==> src/rtl/wmw_ram.sv <==
// ============================================================================
// wmw_ram
// Generic single-write, single-read RAM with registered read data.
// ============================================================================
module wmw_ram #(
    parameter int WIDTH = 16,
    parameter int DEPTH = 128
) (
    input  logic                             clk,
    input  logic                             we,
    input  logic [$clog2(DEPTH > 1 ? DEPTH : 2)-1:0] waddr,
    input  logic [WIDTH-1:0]                 wdata,
    input  logic [$clog2(DEPTH > 1 ? DEPTH : 2)-1:0] raddr,
    output logic [WIDTH-1:0]                 rdata
);

    logic [WIDTH-1:0] mem [DEPTH];

    always_ff @(posedge clk)
    begin
        if (we)
        begin
            mem[waddr] <= wdata;
        end
        rdata <= mem[raddr];
    end

endmodule

==> config.mk <==
export PLATFORM = sky130hd
export DESIGN_NAME = wmw_ram
export DESIGN_NICKNAME = d
export VERILOG_FILES = /design/src/rtl/wmw_ram.sv
export SDC_FILE = /design/constraint.sdc
export NUM_CORES = 2
export LEC_CHECK = 0
export BUFFER_PORTS_ARGS = -buffer_cell sky130_fd_sc_hd__buf_2
export CORE_ASPECT_RATIO = 0.7
export CORE_MARGIN = 4
export CORE_UTILIZATION = 57
export DETAILED_ROUTE_END_ITERATION = 8
export PLACE_DENSITY = 0.73
export SETUP_SLACK_MARGIN = 0.1
export SYNTH_ARGS = -nofsm -noshare
export SYNTH_HDL_FRONTEND = slang
export SYNTH_SLANG_ARGS = --single-unit
==> constraint.sdc <==
create_clock -name clk -period 5.1 [get_ports clk]
set_clock_uncertainty 0.05 [all_clocks]
set_input_delay 0.255 -clock clk [delete_from_list [all_inputs] [get_ports clk]]
set_output_delay 0.255 -clock clk [all_outputs]
set_load 0.05 [all_outputs]
==> key figures <==
Detailed routing
  • Vias per inst: just under 7
  • DRC viols: 0
  • DR iter-0 viols: roughly 5900
  • Drt wl/cell: 36.6 microns
  • ANT nets after route: 0
  • First-pass DRT Iterations: 5
  • Via count: 36800
  • Drt total wl: 196 mm

CTS
  • Clock Latency Late Sink: approximately 0.8 ns
  • # H-tree levels: 4
  • TritonCTS buffer count: roughly 180
  • Clk sink count: approximately 2100
  • Clock transition at path regs: approximately 0.070 ns
  • Clk root buf: clkbuf_16
  • CTS resizes: 0
  • CTS Hold Bufs: 14
  • CTS tree: built
  • Setup bufs post-CTS: 0
  • Buffer depth of the longest clock path: 3

Run status
  • Run status: completed

Cells and area
  • Area growth syn-to-layout: 12.1%
  • NumNets Final: 3396
  • Final std cells w/o fill: 5360
  • Share of layout cells above drive strength 1: 0.341
  • Fillers: 8449

Hold path
  • Worst hold path class: primary input to flop

Worst setup path
  • CP Data Required Time: 5.75 ns
  • CP max FO: 56
  • Critical Path End Type: flop
  • CP Buf/Inv Count: 3
  • CP Class: primary input to flop
  • Crit path DAT: approximately 3.5 ns
  • Worst path top cell family by delay: multiplexers
  • Crit path cell chain: buf_8, buf_12, buf_12, mux4_2, mux4_2, mux4_2, mux2_2
  • Critical Path Slowest Stage Cell: mux4_2
  • Startpoint Class: primary input
  • Worst path max stage delay: roughly 0.62 ns
  • Cell mode on critical path: mux4_2

Timing
  • Final worst-path cycle share: 0.564
  • Hold Fails Final Rpt: 0
  • Worst Tran Pin Value: about 1.4 ns
  • F_max: about 350 MHz
  • RSZ-0062 raised after global routing: no
  • Post-layout worst setup margin: 2.22 ns
  • Crit path time final: 2.88 ns
  • Final Setup Violations: 0
  • Slew margin rel.: 0.0526
  • Setup TNS: 0 ns
  • Final Max Slew Viols: 0

Global routing
  • Grt peak-use layer: met1
  • Largest net degree at the start of global routing: 113
  • First-pass GRT wire length: approximately 280 mm
  • GR Util met2: 0.399
  • Global Route Usage Sum: 0.279
  • Initial antenna violation count: 17
  • Met3 usage: 0.0897
  • Vias in the first global route: ~36000
  • Total global routing overflow: 0
  • Met1 Resource Use GR: 0.424

Yosys
  • Distinct cells, synth: 17
  • Net count after synthesis: around 3100
  • Synth warn: 0
  • Post-Syn Instances: 3086
  • Synth Area per Inst: roughly 25 sq um
  • Post-Syn Area: 78500 sq um
  • Seq cells post-synth: 2064
  • Sequential fraction of the synthesis area: 0.787

Flow run
  • Max-Cap Viols: 0

Place
  • GPL Wtd Cong: 0.857
  • Placed Cells: about 5000
  • Dpl hpwl: ~120 mm
  • IO buf count: 47
  • Pre-CTS WS: roughly 1.4 ns

Die
  • Chip width: 452 microns
  • Row count: 113
  • Core footprint: between 100000 and 150000 sq um
  • Die Area: about 140000 sq um
  • Die height: around 320 microns
  • Initial Util: 0.576
  • I/O pins: 48

Power and ir drop
  • Pwr dens: 383 nW/um^2
  • Lkg Pwr: around 27 nW
  • Worst vdd ir: 0.000402 V
power by group:
group          leakage (nW)  internal [mW]  total (mW)  switching, mW
clock                  2.73           7.12        13.1           5.94
sequential             18.5           18.7        18.8         0.0468
combinational          5.90          0.710        1.87           1.16
per-stage QoR:
step	hold WS, ns	utilization	cell area [sq um]	power [mW]
floorplan	0.304	-	78500	20.1
global placement	0.538	0.604	82300	20.9
detailed placement	0.561	0.604	82300	21.0
CTS	0.0169	0.646	88000	33.9
global route	0.0697	0.646	88000	34.7
finish	0.0480	0.646	88000	33.7
worst paths after layout:
kind | depth (start not counted) | from | slack [ns] | to
hold reg to reg | 4 | mem[48][9] | 1.09 | rdata[9]
hold / removal | 1 | wdata[6] | 0.05 | mem[85][6]
setup / recovery | 7 | raddr[0] | 2.22 | rdata[7]
setup reg to reg | 4 | mem[15][7] | 2.48 | rdata[7]
sequential cells by signal (all words and copies together), names as in the netlist:
signal and cells:
rdata 16, mem 2048
cell usage after synthesis:
| library cell | instances | area share |
|---|---|---|
| nor2b_1 | 7 | 0.00056 |
| nand2b_1 | 2 | 0.00016 |
| mux2_2 | 16 | 0.0023 |
| edfxtp_1 | 2048 | 0.78 |
| dfxtp_1 | 16 | 0.0041 |
| nor2_1 | 122 | 0.0058 |
| nand3_1 | 12 | 0.00076 |
| clkbuf_1 | 82 | 0.0039 |
| buf_1 | 28 | 0.0013 |
| buf_6 | 1 | 0.00014 |
| or3_1 | 1 | 0.000080 |
| nor3_1 | 9 | 0.00057 |
| mux4_2 | 672 | 0.19 |
| buf_2 | 52 | 0.0033 |
| buf_4 | 1 | 0.000096 |
| nand4_1 | 3 | 0.00024 |
| nand2_1 | 14 | 0.00067 |
cells in the final DEF (no fill, tap or decap):
cell,count
edfxtp_1,2048
mux4_2,672
buf_4,193
clkbuf_16,181
nor2_1,111
clkinv_1,51
clkinv_2,34
clkbuf_1,34
buf_2,27
buf_12,24
mux2_2,16
dfxtp_1,16
nand2_1,14
dlygate4sd3_1,14
nand3_1,12
bufinv_16,12
nor2_2,11
inv_6,10
nor3_2,9
diode_2,8
nor2b_1,7
nand4_1,3
clkinv_4,3
nand2b_1,2
clkinv_8,2
buf_8,2
or3_1,1
inv_16,1
clkbuf_8,1
buf_6,1
cells by family (layout without fill, tap and decap cells):
group / Yosys count / after routing / synth area share
flip-flops: 2064 / 2064 / 0.787
multiplexers: 688 / 688 / 0.195
AND/OR/NAND/NOR: 170 / 170 / 0.00888
buffers and inverters: 164 / 590 / 0.00881
other: 0 / 8 / 0
metal layers:
metal / up-vias / part of all wire
met1: 19700 / 0.37
li1: 14000 / -
met2: 2744 / 0.46
met3: 298 / 0.15
met5: - / 0.00011
met4: 4 / 0.024
final cells by class:
| class | instances | area [sq um] | area share |
|---|---|---|---|
| Clock inverter | 113 | 888 | 0.0101 |
| Clock buffer | 215 | 4660 | 0.0529 |
| Multi-Input combinational cell | 858 | 16100 | 0.183 |
| Sequential cell | 2064 | 61800 | 0.702 |
| Antenna cell | 8 | 20.0 | 0.000227 |
| Tap cell | 1840 | 2300 | 0.0262 |
| Timing Repair Buffer | 262 | 2260 | 0.0257 |
Power figures use the tool's default switching activity.
