File: src/rtl/wmw_pkg.sv
// ============================================================================
// wmw_pkg
// Shared sizes, field widths and codes of the weighted Markov walk block.
// ============================================================================
package wmw_pkg;

    // table geometry
    localparam int RULE_COUNT  = 16;
    localparam int SLOT_COUNT  = 8;
    localparam int WEIGHT_BITS = 16;

    // fixed field widths
    localparam int KIND_W  = 2;
    localparam int RULE_W  = 4;
    localparam int SLOT_W  = 3;
    localparam int WVAL_W  = 16;
    localparam int RAND_W  = 31;
    localparam int COUNT_W = 8;

    localparam int RULE_IDX_BITS = (RULE_COUNT > 1) ? $clog2(RULE_COUNT) : 1;
    localparam int SLOT_IDX_BITS = (SLOT_COUNT > 1) ? $clog2(SLOT_COUNT) : 1;
    localparam int TABLE_DEPTH   = RULE_COUNT * SLOT_COUNT;
    localparam int ADDR_BITS     = (TABLE_DEPTH > 1) ? $clog2(TABLE_DEPTH) : 1;
    // a rule total holds up to SLOT_COUNT full-scale weights
    localparam int TOTAL_BITS    = WEIGHT_BITS + $clog2(SLOT_COUNT);
    localparam int LINK_W        = WEIGHT_BITS + RULE_W;
    localparam int MOD_CNT_BITS  = $clog2(RAND_W + 1);

    // stream payload widths
    localparam int S_TDATA_W = 96;
    localparam int M_TDATA_W = 24;

    // config port
    localparam int PADDR_W = 4;
    localparam int PDATA_W = 32;
    localparam logic [PADDR_W-3:0] REG_NAME_LENGTH   = 2'd0;
    localparam logic [COUNT_W-1:0] NAME_LENGTH_RESET = 8'd8;

    typedef enum logic [KIND_W-1:0] {
        KIND_SYMBOL = 2'd0,
        KIND_LINK   = 2'd1,
        KIND_START  = 2'd2,
        KIND_STEP   = 2'd3
    } kind_t;

endpackage

File: src/rtl/wmw_mod.sv
// ============================================================================
// wmw_mod
// Radix-2 restoring modulo unit: one dividend bit per cycle.
// ============================================================================
module wmw_mod (
    input  logic                             clk,
    input  logic                             rst_n,
    input  logic                             start,
    input  logic [wmw_pkg::RAND_W-1:0]       dividend,
    input  logic [wmw_pkg::TOTAL_BITS-1:0]   divisor,
    output logic                             done,
    output logic [wmw_pkg::TOTAL_BITS-1:0]   remainder
);

    logic [wmw_pkg::TOTAL_BITS-1:0]   rem_reg;
    logic [wmw_pkg::TOTAL_BITS-1:0]   div_reg;
    logic [wmw_pkg::RAND_W-1:0]       dvd_reg;
    logic [wmw_pkg::MOD_CNT_BITS-1:0] cnt_reg;
    logic                             busy_reg;
    logic                             done_reg;

    logic [wmw_pkg::TOTAL_BITS:0]     shifted;
    logic [wmw_pkg::TOTAL_BITS:0]     diff;
    logic                             fits;

    // partial remainder stays below the divisor, so the shifted value fits one extra bit
    assign shifted = {rem_reg, dvd_reg[wmw_pkg::RAND_W-1]};
    assign diff    = shifted - {1'b0, div_reg};
    assign fits    = (shifted >= {1'b0, div_reg});

    always_ff @(posedge clk or negedge rst_n)
    begin
        if (!rst_n)
        begin
            busy_reg <= 1'b0;
            done_reg <= 1'b0;
            cnt_reg  <= '0;
        end
        else
        begin
            done_reg <= busy_reg && (cnt_reg == wmw_pkg::MOD_CNT_BITS'(1));
            if (start)
            begin
                busy_reg <= 1'b1;
                cnt_reg  <= wmw_pkg::MOD_CNT_BITS'(wmw_pkg::RAND_W);
            end
            else if (busy_reg)
            begin
                cnt_reg  <= cnt_reg - wmw_pkg::MOD_CNT_BITS'(1);
                busy_reg <= (cnt_reg != wmw_pkg::MOD_CNT_BITS'(1));
            end
        end
    end

    always_ff @(posedge clk)
    begin
        if (start)
        begin
            rem_reg <= '0;
            div_reg <= divisor;
            dvd_reg <= dividend;
        end
        else if (busy_reg)
        begin
            rem_reg <= fits ? diff[wmw_pkg::TOTAL_BITS-1:0]
                            : shifted[wmw_pkg::TOTAL_BITS-1:0];
            dvd_reg <= {dvd_reg[wmw_pkg::RAND_W-2:0], 1'b0};
        end
    end

    assign done      = done_reg;
    assign remainder = rem_reg;

endmodule

File: config.mk
export PLATFORM = sky130hd
export DESIGN_NAME = wmw_mod
export DESIGN_NICKNAME = d
export VERILOG_FILES = /design/src/rtl/wmw_pkg.sv /design/src/rtl/wmw_mod.sv
export SDC_FILE = /design/constraint.sdc
export NUM_CORES = 1
export LEC_CHECK = 0
export BUFFER_PORTS_ARGS = -buffer_cell sky130_fd_sc_hd__buf_2
export CAP_MARGIN = 40
export CORE_AREA = 2 2 90 92
export DETAILED_ROUTE_END_ITERATION = 10
export DIE_AREA = 0 0 92 94
export PLACE_DENSITY = 0.78
export SETUP_SLACK_MARGIN = 0.2
export SYNTH_ARGS = -nofsm -noshare
export SYNTH_HDL_FRONTEND = slang
export SYNTH_SLANG_ARGS = --single-unit
File: constraint.sdc
create_clock -name clk -period 3.5 [get_ports clk]
set_input_delay 0.7 -clock clk [delete_from_list [all_inputs] [get_ports clk]]
set_output_delay 0.7 -clock clk [all_outputs]
set_load 0.005 [all_outputs]
==> run metrics, run 1 <==
Max clock buf depth=2; CTS sink count=76; drt drc=0; Die Ht=94 um; final hold vios=0; main area contributors after synthesis=edfxtp_1, dfxtp_1, mux2_2, ha_1, dfrtp_1; area of the multi-input gates=0.001923 mm2; io pins=73; DRT Wirelength=8800 um; global-route usage over all layers=21.13%; via count=3050; CTS tree=yes; crit path from=div_reg[0]; WS Path Type=flip-flop to flip-flop; pwr dens=419.8 mW/mm2; top cell type's share of synthesized area=36.24%; Synth warnings=0; RSZ-0062 raised after global routing=no; Post-CTS Repair Setup Buffers=0; Seq/Total Area, Yosys=49.65%; Post-synth top cells=edfxtp_1, mux2_2, nand2_1; Max VDD drop=0.2956 mV; Nets=514; hold crit path type=primary input to asynchronous set/reset pin; top-count cell post-synth=edfxtp_1; Worst EP required=3760 ps; slew margin rel.=44.42%; setup TNS=0 ps; first-pass GRT wire length=14220 um; crit end category=flip-flop; total grt overflow=0; total inserted antenna cells=0; CTS clk-pin slew, worst paths=90 ps; Setup violations, final=0; CP Launch Type=flip-flop; 1st-iter DRT viols=143; clock root cell=clkbuf_8; largest net degree at the start of global routing=72; Syn Std Cell Area=0.004143 mm2; Hold-fix buffers, CTS=0; filler cell count=635; clk_lat worst skew=350 ps; site row count=32; Initial Util=54.46%; Yosys reg bits=76; vias in the first global route=2936; full die area=0.008648 mm2; Post-synth EDFFs=50; Syn Inst Count=365; Post-synth ARST share=9.211%; distinct cell type count after synthesis=61; Reg area=0.002057 mm2; total power=2.033 mW; Final Cycle Share=79.88%; Post-Syn Area per Cell=11.35 um2; Slew Viols, Final=0; Synth Flop Type=edfxtp_1; min Tclk post-route=2796 ps; fmax=0.3577 GHz; Post-DP HPWL=6300 um; cells resized by post-CTS repair=0; largest area contributor in the netlist=edfxtp_1; worst slew pin tran=833.7 ps; CTS Buf Count=9; maxcap violations=0; P_leak=2.115 nW; CORE AREA=0.007607 mm2; Via density=5.586; Largest register FFs=31; share of cells above drive strength 1=31.76%; synthesis-to-finish area growth=16.88%; outcome=finished clean; Worst EP arrival=3060 ps; Die W=92 um; DR pass1 iterations=4; port buffer count=72; Clock Skew=8.692 ps; Max Fanout on Critical Path=13; FF-to-FF Start=div_reg[0]; Synth Net Count=440; GP Congestion=0.9460; antenna violations before repair=0; Routed wire per std cell=16.12 um; CTS H-tree depth=3; Post-DRT Antenna Nets=0
==> stage by stage <==
stage / worst slack (ps) / cells / util, % / instance area (um2) / hold slack [ps]
after floorplan: 1042 / 365 / - / 4143 / 404.4
after global placement: 840.0 / 529 / 60.26 / 4584 / 496.3
after detailed placement: 717.9 / 530 / 60.62 / 4612 / 504.9
after CTS: 686.4 / 546 / 63.65 / 4842 / 156.5
after global routing: 578.5 / 546 / 63.65 / 4842 / 148.8
final: 704.2 / 546 / 63.65 / 4842 / 160.0
==> final timing paths <==
kind / end / cells past startpoint / slack (ps)
worst min-delay path: cnt_reg[3] / 1 / 160
max in group asynchronous: cnt_reg[4] / 1 / 3180
worst max register to register: remainder[7] / 9 / 700
worst max-delay path: remainder[7] / 9 / 700
min in group clk: remainder[1] / 2 / 520
worst min register to register: remainder[1] / 2 / 520
==> final cells by class <==
cell class	count	area share [%]
clock buffer	10	2.842
clock inverter	6	1.912
inverter	27	2.093
multi-input combinational	250	39.72
sequential	76	42.48
tap	102	2.636
timing repair buffer	75	8.320
==> where the power goes <==
group / internal (mW) / leakage [nW] / switching [mW] / total [mW]
Sequential: 1.02 / 0.740 / 0.0224 / 1.04
Combinational: 0.108 / 1.27 / 0.108 / 0.216
Clock: 0.426 / 0.110 / 0.346 / 0.772
Total: 1.56 / 2.12 / 0.476 / 2.03
==> cells by family (layout without fill, tap and decap cells) <==
group           count (synthesis)  in the layout  synth area share [%]
buf+inv                        39            118                 3.926
flops                          76             76                 49.65
mux                            37             37                 9.846
fa+ha+maj                      22             22                 6.826
simple gates                   99             99                 12.41
compound gates                 76             76                 13.95
xor+xnor                       16             16                 3.383
==> routing by layer <==
layer / track usage, % / vias up / share of wire (%)
met4: 7.711 / 0 / 1.4
met1: 26.31 / 1461 / 44
li1: - / 1490 / -
met2: 34.25 / 88 / 49
met3: 7.303 / 11 / 5.8
met5: 0 / - / 0
==> worst max-delay path: stages, from the launching register on <==
cell and delay (ps):
edfxtp_1 380, ha_1 240, fa_1 420, and2b_1 230, o2111ai_1 140, a31o_2 280
nand4_1 150, nand2_2 200, or3_1 440, a311oi_2 230
==> placed cells by master (no fill, tap or decap), drive strengths merged, types with 3 or more instances in the layout <==
cell | netlist | final
nand3 | 6 | 6
xnor2 | 10 | 10
clkbuf | 10 | 10
a32oi | 3 | 3
inv | 27 | 29
dfrtp | 7 | 7
xor2 | 6 | 6
a21oi | 13 | 13
o211ai | 3 | 3
a31oi | 5 | 5
a311oi | 7 | 7
a211oi | 5 | 5
nor3 | 8 | 8
mux2i | 7 | 7
buf | 2 | 75
nor2 | 24 | 24
a21o | 8 | 8
edfxtp | 50 | 50
nand2 | 30 | 30
nand4 | 7 | 7
and3 | 3 | 3
ha | 21 | 21
o21ai | 13 | 13
mux2 | 30 | 30
nand2b | 7 | 7
o21a | 5 | 5
dfxtp | 19 | 19
(Power assumes the default switching activity.)
==> run 2: changes to the inputs <==
--- a/config.mk
+++ b/config.mk
@@ -7,10 +7,10 @@
 export LEC_CHECK = 0
 export BUFFER_PORTS_ARGS = -buffer_cell sky130_fd_sc_hd__buf_2
 export CAP_MARGIN = 40
-export CORE_AREA = 2 2 90 92
+export CORE_AREA = 2 2 94 96
 export DETAILED_ROUTE_END_ITERATION = 10
-export DIE_AREA = 0 0 92 94
-export PLACE_DENSITY = 0.78
+export DIE_AREA = 0 0 96 98
+export PLACE_DENSITY = 0.75
 export SETUP_SLACK_MARGIN = 0.2
 export SYNTH_ARGS = -nofsm -noshare
 export SYNTH_HDL_FRONTEND = slang
==> constraint.sdc (replaced) <==
create_clock -name clk -period 2.5 [get_ports clk]
set_input_delay 0.5 -clock clk [delete_from_list [all_inputs] [get_ports clk]]
set_output_delay 0.5 -clock clk [all_outputs]
set_load 0.005 [all_outputs]
==> run 2 against run 1 <==
  * Die area increased by 8.8%
  * Global-route usage decreased by 1.4 points
  * Cell area increased by 8.0%
  * Largest cell class unchanged
  * Critical endpoint unchanged
  * Highest routed layer unchanged
  * Register-to-register slack got worse by 680 ps
  * First-iteration DRC count decreased by 11%
  * Hold slack improved by 170 ps
==> run metrics, run 2 (synthesis gave the netlist of run 1 again) <==
filler cell count=697 (was 635); largest net degree at the start of global routing=33 (was 72); CTS clk-pin slew, worst paths=80 ps (was 90 ps); uppermost layer routed=met4 (unchanged); most frequent cells in the layout=buf_2, edfxtp_1, buf_4, mux2_2, inv_1 (was buf_2, edfxtp_1, mux2_2, nand2_1, inv_1); clk_lat worst skew=340 ps (was 350 ps); Slew Viols, Final=0 (unchanged); Final Cycle Share=99.22% (was 79.88%); CP peak stage delay=380 ps (was 440 ps); Gate power share=12.4% (was 10.6%); switching part of the total power=23.53% (was 23.43%); most common cell after layout, fill and taps aside=buf_2 (unchanged); Max clock buf depth=2 (unchanged); total grt overflow=0 (unchanged); DR pass1 iterations=5 (was 4); total net switching power=0.6562 mW (was 0.4763 mW); Post-Place Cells=560 (was 530); CTS tree=yes (unchanged); min Tclk post-route=2481 ps (was 2796 ps); Max Fanout on Critical Path=5 (was 13); slew margin rel.=64.87% (was 44.42%); Setup WS post-layout=19.44 ps (was 704.2 ps); port buffer count=72 (unchanged); WS Path Type=flip-flop to flip-flop (unchanged); Worst EP required=2760 ps (was 3760 ps); Die Ht=98 um (was 94 um); 1st-iter DRT viols=127 (was 143); Pint=2.132 mW (was 1.556 mW); total power=2.788 mW (was 2.033 mW); Max VDD drop=0.4052 mV (was 0.2956 mV); CP Launch Type=flip-flop (unchanged); Setup violations, final=0 (unchanged); Routed wire per std cell=15.38 um (was 16.12 um); antenna violations before repair=0 (unchanged); Sequential Power Share=52.4% (was 51.4%); Reg area=0.002057 mm2 (unchanged); CORE AREA=0.008466 mm2 (was 0.007607 mm2); Via density=5.366 (was 5.586); DP Worst Slack=-10.52 ps (was 717.9 ps); Post-DP HPWL=6680 um (was 6300 um); vias in the first global route=3099 (was 2936); CTS H-tree depth=3 (unchanged); site row count=34 (was 32); worst path bufs/invs=1 (was 0); Initial Util=48.94% (was 54.46%); via count=3150 (was 3050); GP Congestion=0.8619 (was 0.9460); drt drc=0 (unchanged); area of the multi-input gates=0.002036 mm2 (was 0.001923 mm2); WL met3=516 um (was 514 um); share of cells above drive strength 1=39.25% (was 31.76%); worst slew pin tran=525.0 ps (was 833.7 ps); RSZ-0062 raised after global routing=yes (was no); clock root cell=clkbuf_8 (unchanged); crit end category=flip-flop (unchanged); family with the most delay on the worst path=simple AND/OR/NAND/NOR gates (unchanged); total inserted antenna cells=0 (unchanged); maxcap violations=0 (unchanged); outcome=finished clean (unchanged); metal2 WL=4482 um (was 4310 um); CTS sink count=76 (unchanged); Worst path slowest cell=or3_4 (was or3_1); crit path cell chain=inv_1 -> ha_2 -> fa_2 -> and2b_1 -> o2111ai_2 -> a31o_4 -> nand4_1 -> nand2_2 -> or3_4 -> a311oi_2 (was ha_1 -> fa_1 -> and2b_1 -> o2111ai_1 -> a31o_2 -> nand4_1 -> nand2_2 -> or3_1 -> a311oi_2); DRT Wirelength=9030 um (was 8800 um); P_leak=2.308 nW (was 2.115 nW); Hold WS=327.7 ps (was 160.0 ps); Worst EP arrival=2740 ps (was 3060 ps); final hold vios=0 (unchanged); synthesis-to-finish area growth=26.19% (was 16.88%); fmax=0.4031 GHz (was 0.3577 GHz); Post-Layout Cell Count=587 (was 546); first-pass GRT wire length=14510 um (was 14220 um); Nets=549 (was 514); pwr dens=533.4 mW/mm2 (was 419.8 mW/mm2); M1 WL=3907 um (was 3848 um); setup TNS=0 ps (unchanged); global-route usage over all layers=19.77% (was 21.13%); Clk pwr share=35.2% (was 38.0%); CTS Buf Count=9 (unchanged); Clock Skew=7.484 ps (was 8.692 ps); Die W=96 um (was 92 um); hold crit path type=primary input to flip-flop (was primary input to asynchronous set/reset pin); full die area=0.009408 mm2 (was 0.008648 mm2); Post-DRT Antenna Nets=0 (unchanged); Largest register FFs=31 (unchanged); io pins=73 (unchanged)
==> run 2: changes by cell type in the layout (fill, tap and decap cells not counted), moves of 3 or more <==
cell / delta
buf_4: +29
buf_6: +4
o21ai_0: -3
o21ai_1: +3
==> run 2: layout make-up <==
cell class | instances | area share (%)
Sequential cell | 76 | 39.35
Clock inverter | 4 | 1.053
Inverter | 27 | 1.939
Timing Repair Buffer | 110 | 13.16
Multi-Input combinational cell | 250 | 38.94
Tap cell | 108 | 2.585
Clock buffer | 12 | 2.968
==> run 2: worst reg2reg max path, stage by stage, from the launching register on <==
cell and delay (ps):
edfxtp_1 350, inv_1 50, ha_2 190, fa_2 340, and2b_1 240, o2111ai_2 130, a31o_4 290, nand4_1 140
nand2_2 90, or3_4 380, a311oi_2 220
==> run 2: path summary, 6_finish.rpt <==
kind	startpoint	to	slack [ps]	depth (start not counted)
max reg2reg	dvd_reg[30]	remainder[7]	20	10
min in group asynchronous	rst_n	busy_reg	510	2
min reg2reg	remainder[14]	remainder[14]	500	2
max	dvd_reg[30]	remainder[7]	20	10
max in group asynchronous	rst_n	cnt_reg[2]	1830	2
min	divisor[13]	div_reg[13]	330	1
==> run 2: power groups by stage <==
stage | clock network (mW) | logic [mW] | registers [mW]
finish | 0.983 | 0.346 | 1.46
global route | 1.05 | 0.381 | 1.47
detailed placement | 0 | 0.320 | 1.49
floorplan | 0 | 0.209 | 1.48
global placement | 0 | 0.310 | 1.49
CTS | 1.01 | 0.334 | 1.46
==> run 2: repair_timing <==
item | in CTS | in global routing
buffers inserted | 7 | 3
gates cloned | 0 | 0
endpoints found under the setup margin | 19 | 19
pin swaps | 1 | 14
resized for setup | 4 | 21
endpoints found under the hold margin | 7 | 0
hold buffers | 1 | 0
==> run 2: metal layers <==
metal | vias up | global-route usage (%)
met5 | - | 0
met4 | 0 | 5.385
met1 | 1496 | 24.75
li1 | 1565 | -
met3 | 11 | 5.556
met2 | 78 | 33.23
==> run 2: stage by stage <==
stage	area, um2	utilization [%]
2_1_floorplan	4148	-
3_3_place_gp	4810	56.81
3_5_place_dp	4810	56.81
4_1_cts	5109	60.35
5_1_grt	5228	61.75
6_report	5228	61.75
==> run 3: changes to the inputs <==
--- a/config.mk
+++ b/config.mk
@@ -7,11 +7,12 @@
 export LEC_CHECK = 0
 export BUFFER_PORTS_ARGS = -buffer_cell sky130_fd_sc_hd__buf_2
 export CAP_MARGIN = 40
-export CORE_AREA = 2 2 94 96
+export CORE_AREA = 2 2 90 92
 export DETAILED_ROUTE_END_ITERATION = 10
-export DIE_AREA = 0 0 96 98
-export PLACE_DENSITY = 0.75
+export DIE_AREA = 0 0 92 94
+export PLACE_DENSITY = 0.78
 export SETUP_SLACK_MARGIN = 0.2
+export SKIP_LAST_GASP = 1
 export SYNTH_ARGS = -nofsm -noshare
 export SYNTH_HDL_FRONTEND = slang
 export SYNTH_SLANG_ARGS = --single-unit
==> constraint.sdc (replaced) <==
create_clock -name clk -period 2.4 [get_ports clk]
set_input_delay 0.48 -clock clk [delete_from_list [all_inputs] [get_ports clk]]
set_output_delay 0.48 -clock clk [all_outputs]
set_load 0.005 [all_outputs]
==> run 3 against run 2 <==
  * The flow now finishes with violations (negative setup slack)
  * Count of clock-buffer cells in the layout is 2 lower
  * Hold slack worse by 32 ps
  * Core utilization is 7.6 points higher
  * Critical path depth stayed put
  * Critical path type unchanged
  * Global-route usage is 3.2 points higher
  * Sequential power is 4% higher
  * Total power is 2.9% higher
  * Register-to-register slack worse by 120 ps
  * Wire length is 7.4% higher
  * Clock skew is 5.6 ps higher
==> run metrics, run 3 (synthesis gave the netlist of run 1 again) <==
P_leak=2.350 nW (was 2.308 nW); Setup violations, final=14 (was 0); clk_lat worst skew=350 ps (was 340 ps); 1st-iter DRT viols=141 (was 127); min Tclk post-route=2496 ps (was 2481 ps); GP Congestion=0.9220 (was 0.8619); Sequential Power Share=53.1% (was 52.4%); port buffer count=72 (unchanged); Final Cycle Share=104.0% (was 99.22%); site row count=32 (was 34); RSZ-0062 raised after global routing=yes (unchanged); crit end category=flip-flop (unchanged); Setup WS post-layout=-95.70 ps (was 19.44 ps); Final Cell Area=0.005279 mm2 (was 0.005228 mm2); antenna violations before repair=0 (unchanged); Clk pwr share=34.0% (was 35.2%); Worst EP arrival=2780 ps (was 2740 ps); CTS sink count=76 (unchanged); hold crit path type=primary input to flip-flop (unchanged); CTS clk-pin slew, worst paths=90 ps (was 80 ps); CTS H-tree depth=3 (unchanged); total power=2.868 mW (was 2.788 mW); Slew Viols, Final=0 (unchanged); switching part of the total power=24.55% (was 23.53%); outcome=finished, violations left (was finished clean); Max Fanout on Critical Path=5 (unchanged); Gate power share=12.9% (was 12.4%); Die W=92 um (was 96 um); DR pass1 iterations=4 (was 5); final hold vios=0 (unchanged); CP Launch Type=flip-flop (unchanged); violated checks=negative setup slack; Pint=2.164 mW (was 2.132 mW); worst slew pin tran=491.6 ps (was 525.0 ps); largest net degree at the start of global routing=32 (was 33); maxcap violations=0 (unchanged); Die Ht=94 um (was 98 um); total grt overflow=0 (unchanged); Max clock buf depth=2 (unchanged); via count=3308 (was 3150); most common cell after layout, fill and taps aside=buf_2 (unchanged); CTS tree=yes (unchanged); total inserted antenna cells=0 (unchanged); pwr dens=543.3 mW/mm2 (was 533.4 mW/mm2); Largest register FFs=31 (unchanged); Clock Skew=13.04 ps (was 7.484 ps); slew margin rel.=67.11% (was 64.87%); Routed wire per std cell=16.41 um (was 15.38 um); WS Path Type=flip-flop to flip-flop (unchanged); full die area=0.008648 mm2 (was 0.009408 mm2); DP Worst Slack=-74.08 ps (was -10.52 ps); total net switching power=0.7041 mW (was 0.6562 mW); most frequent cells in the layout=buf_2, edfxtp_1, buf_4, mux2_2 (was buf_2, edfxtp_1, buf_4, mux2_2, inv_1); Post-DRT Antenna Nets=0 (unchanged); first-pass GRT wire length=15410 um (was 14510 um); global-route usage over all layers=23.01% (was 19.77%); Worst EP required=2690 ps (was 2760 ps); drt drc=0 (unchanged); io pins=73 (unchanged); DRT Wirelength=9699 um (was 9030 um); fmax=0.4007 GHz (was 0.4031 GHz); filler cell count=585 (was 697); Max VDD drop=0.4173 mV (was 0.4052 mV); Initial Util=54.46% (was 48.94%); Via density=5.597 (was 5.366); synthesis-to-finish area growth=27.42% (was 26.19%); CTS Buf Count=9 (unchanged); placed cell areas=0.004892 mm2 (was 0.004810 mm2); clock root cell=clkbuf_8 (unchanged); CORE AREA=0.007607 mm2 (was 0.008466 mm2); setup TNS=-573.1 ps (was 0 ps); Nets=559 (was 549); vias in the first global route=3309 (was 3099); Post-DP HPWL=7035 um (was 6680 um); share of cells above drive strength 1=40.49% (was 39.25%)
## run 3: changes by cell type in the layout (fill, tap and decap cells not counted), moves of 2 or more
cell	change
buf_4	+9
a31oi_1	+2
clkbuf_8	-2
clkinv_2	+2
mux2i_1	-2
mux2i_2	+2
nand3_1	-2
nand3_2	+2
## run 3: worst max-delay path, cell delays in order (launching register included)
cell and delay, ps:
edfxtp_1 350, inv_1 50, ha_2 190, fa_2 340, and2b_1 230, o2111ai_2 130
a31o_4 270, nand4_1 140, nand2_2 110, or4_1 530, nand3_1 90
## run 3: power by group through the flow
stage | clock network [mW] | logic, mW | registers (mW)
after floorplan | 0 | 0.218 | 1.54
after global placement | 0 | 0.333 | 1.55
after global routing | 1.04 | 0.406 | 1.53
final | 0.976 | 0.370 | 1.52
after detailed placement | 0 | 0.345 | 1.55
after CTS | 1.00 | 0.361 | 1.52
## run 3: repair_timing
action	4_1_cts	5_1_grt
buffers inserted	4	3
gates resized for setup	10	12
cloned	0	1
hold buffers	1	0
pin swaps	10	10
hold endpoints to repair	7	0
setup endpoints to repair	19	19
## run 3: area by class of cell
type	count	area (um2)	area share, %
clock inverter	6	65.06	1.233
inverter	27	101.3	1.920
sequential	76	2057	38.97
clock buffer	10	127.6	2.418
tap	102	127.6	2.418
multi-input combinational	250	2019	38.26
timing repair buffer	120	780.7	14.79
## run 3: per-layer routing
layer  vias to the layer above  wire length (um)  global-route usage (%)
met5                         -                 0                       0
met4                         0               225                   10.45
met3                        19               583                   5.377
met2                       111              4807                   39.34
met1                      1586              4084                   27.72
li1                       1592                 -                       -
## run 3: per-stage QoR
| step | utilization (%) | std cells | hold slack (ps) |
|---|---|---|---|
| after floorplan | - | 365 | 184.4 |
| after global routing | 69.39 | 591 | 286.0 |
| after CTS | 67.98 | 587 | 280.0 |
| after detailed placement | 64.31 | 566 | 324.7 |
| after global placement | 64.31 | 566 | 319.2 |
| final | 69.39 | 591 | 295.6 |
## run 3: worst paths after layout
| path | endpoint | slack (ps) | startpoint | depth (start not counted) |
|---|---|---|---|---|
| max | remainder[17] | -100 | dvd_reg[30] | 10 |
| min | div_reg[6] | 300 | divisor[6] | 1 |
| max reg2reg | remainder[17] | -100 | dvd_reg[30] | 10 |
| min reg2reg | remainder[8] | 530 | remainder[8] | 2 |
| max in group asynchronous | cnt_reg[1] | 1760 | rst_n | 2 |
| min in group asynchronous | done | 480 | rst_n | 2 |
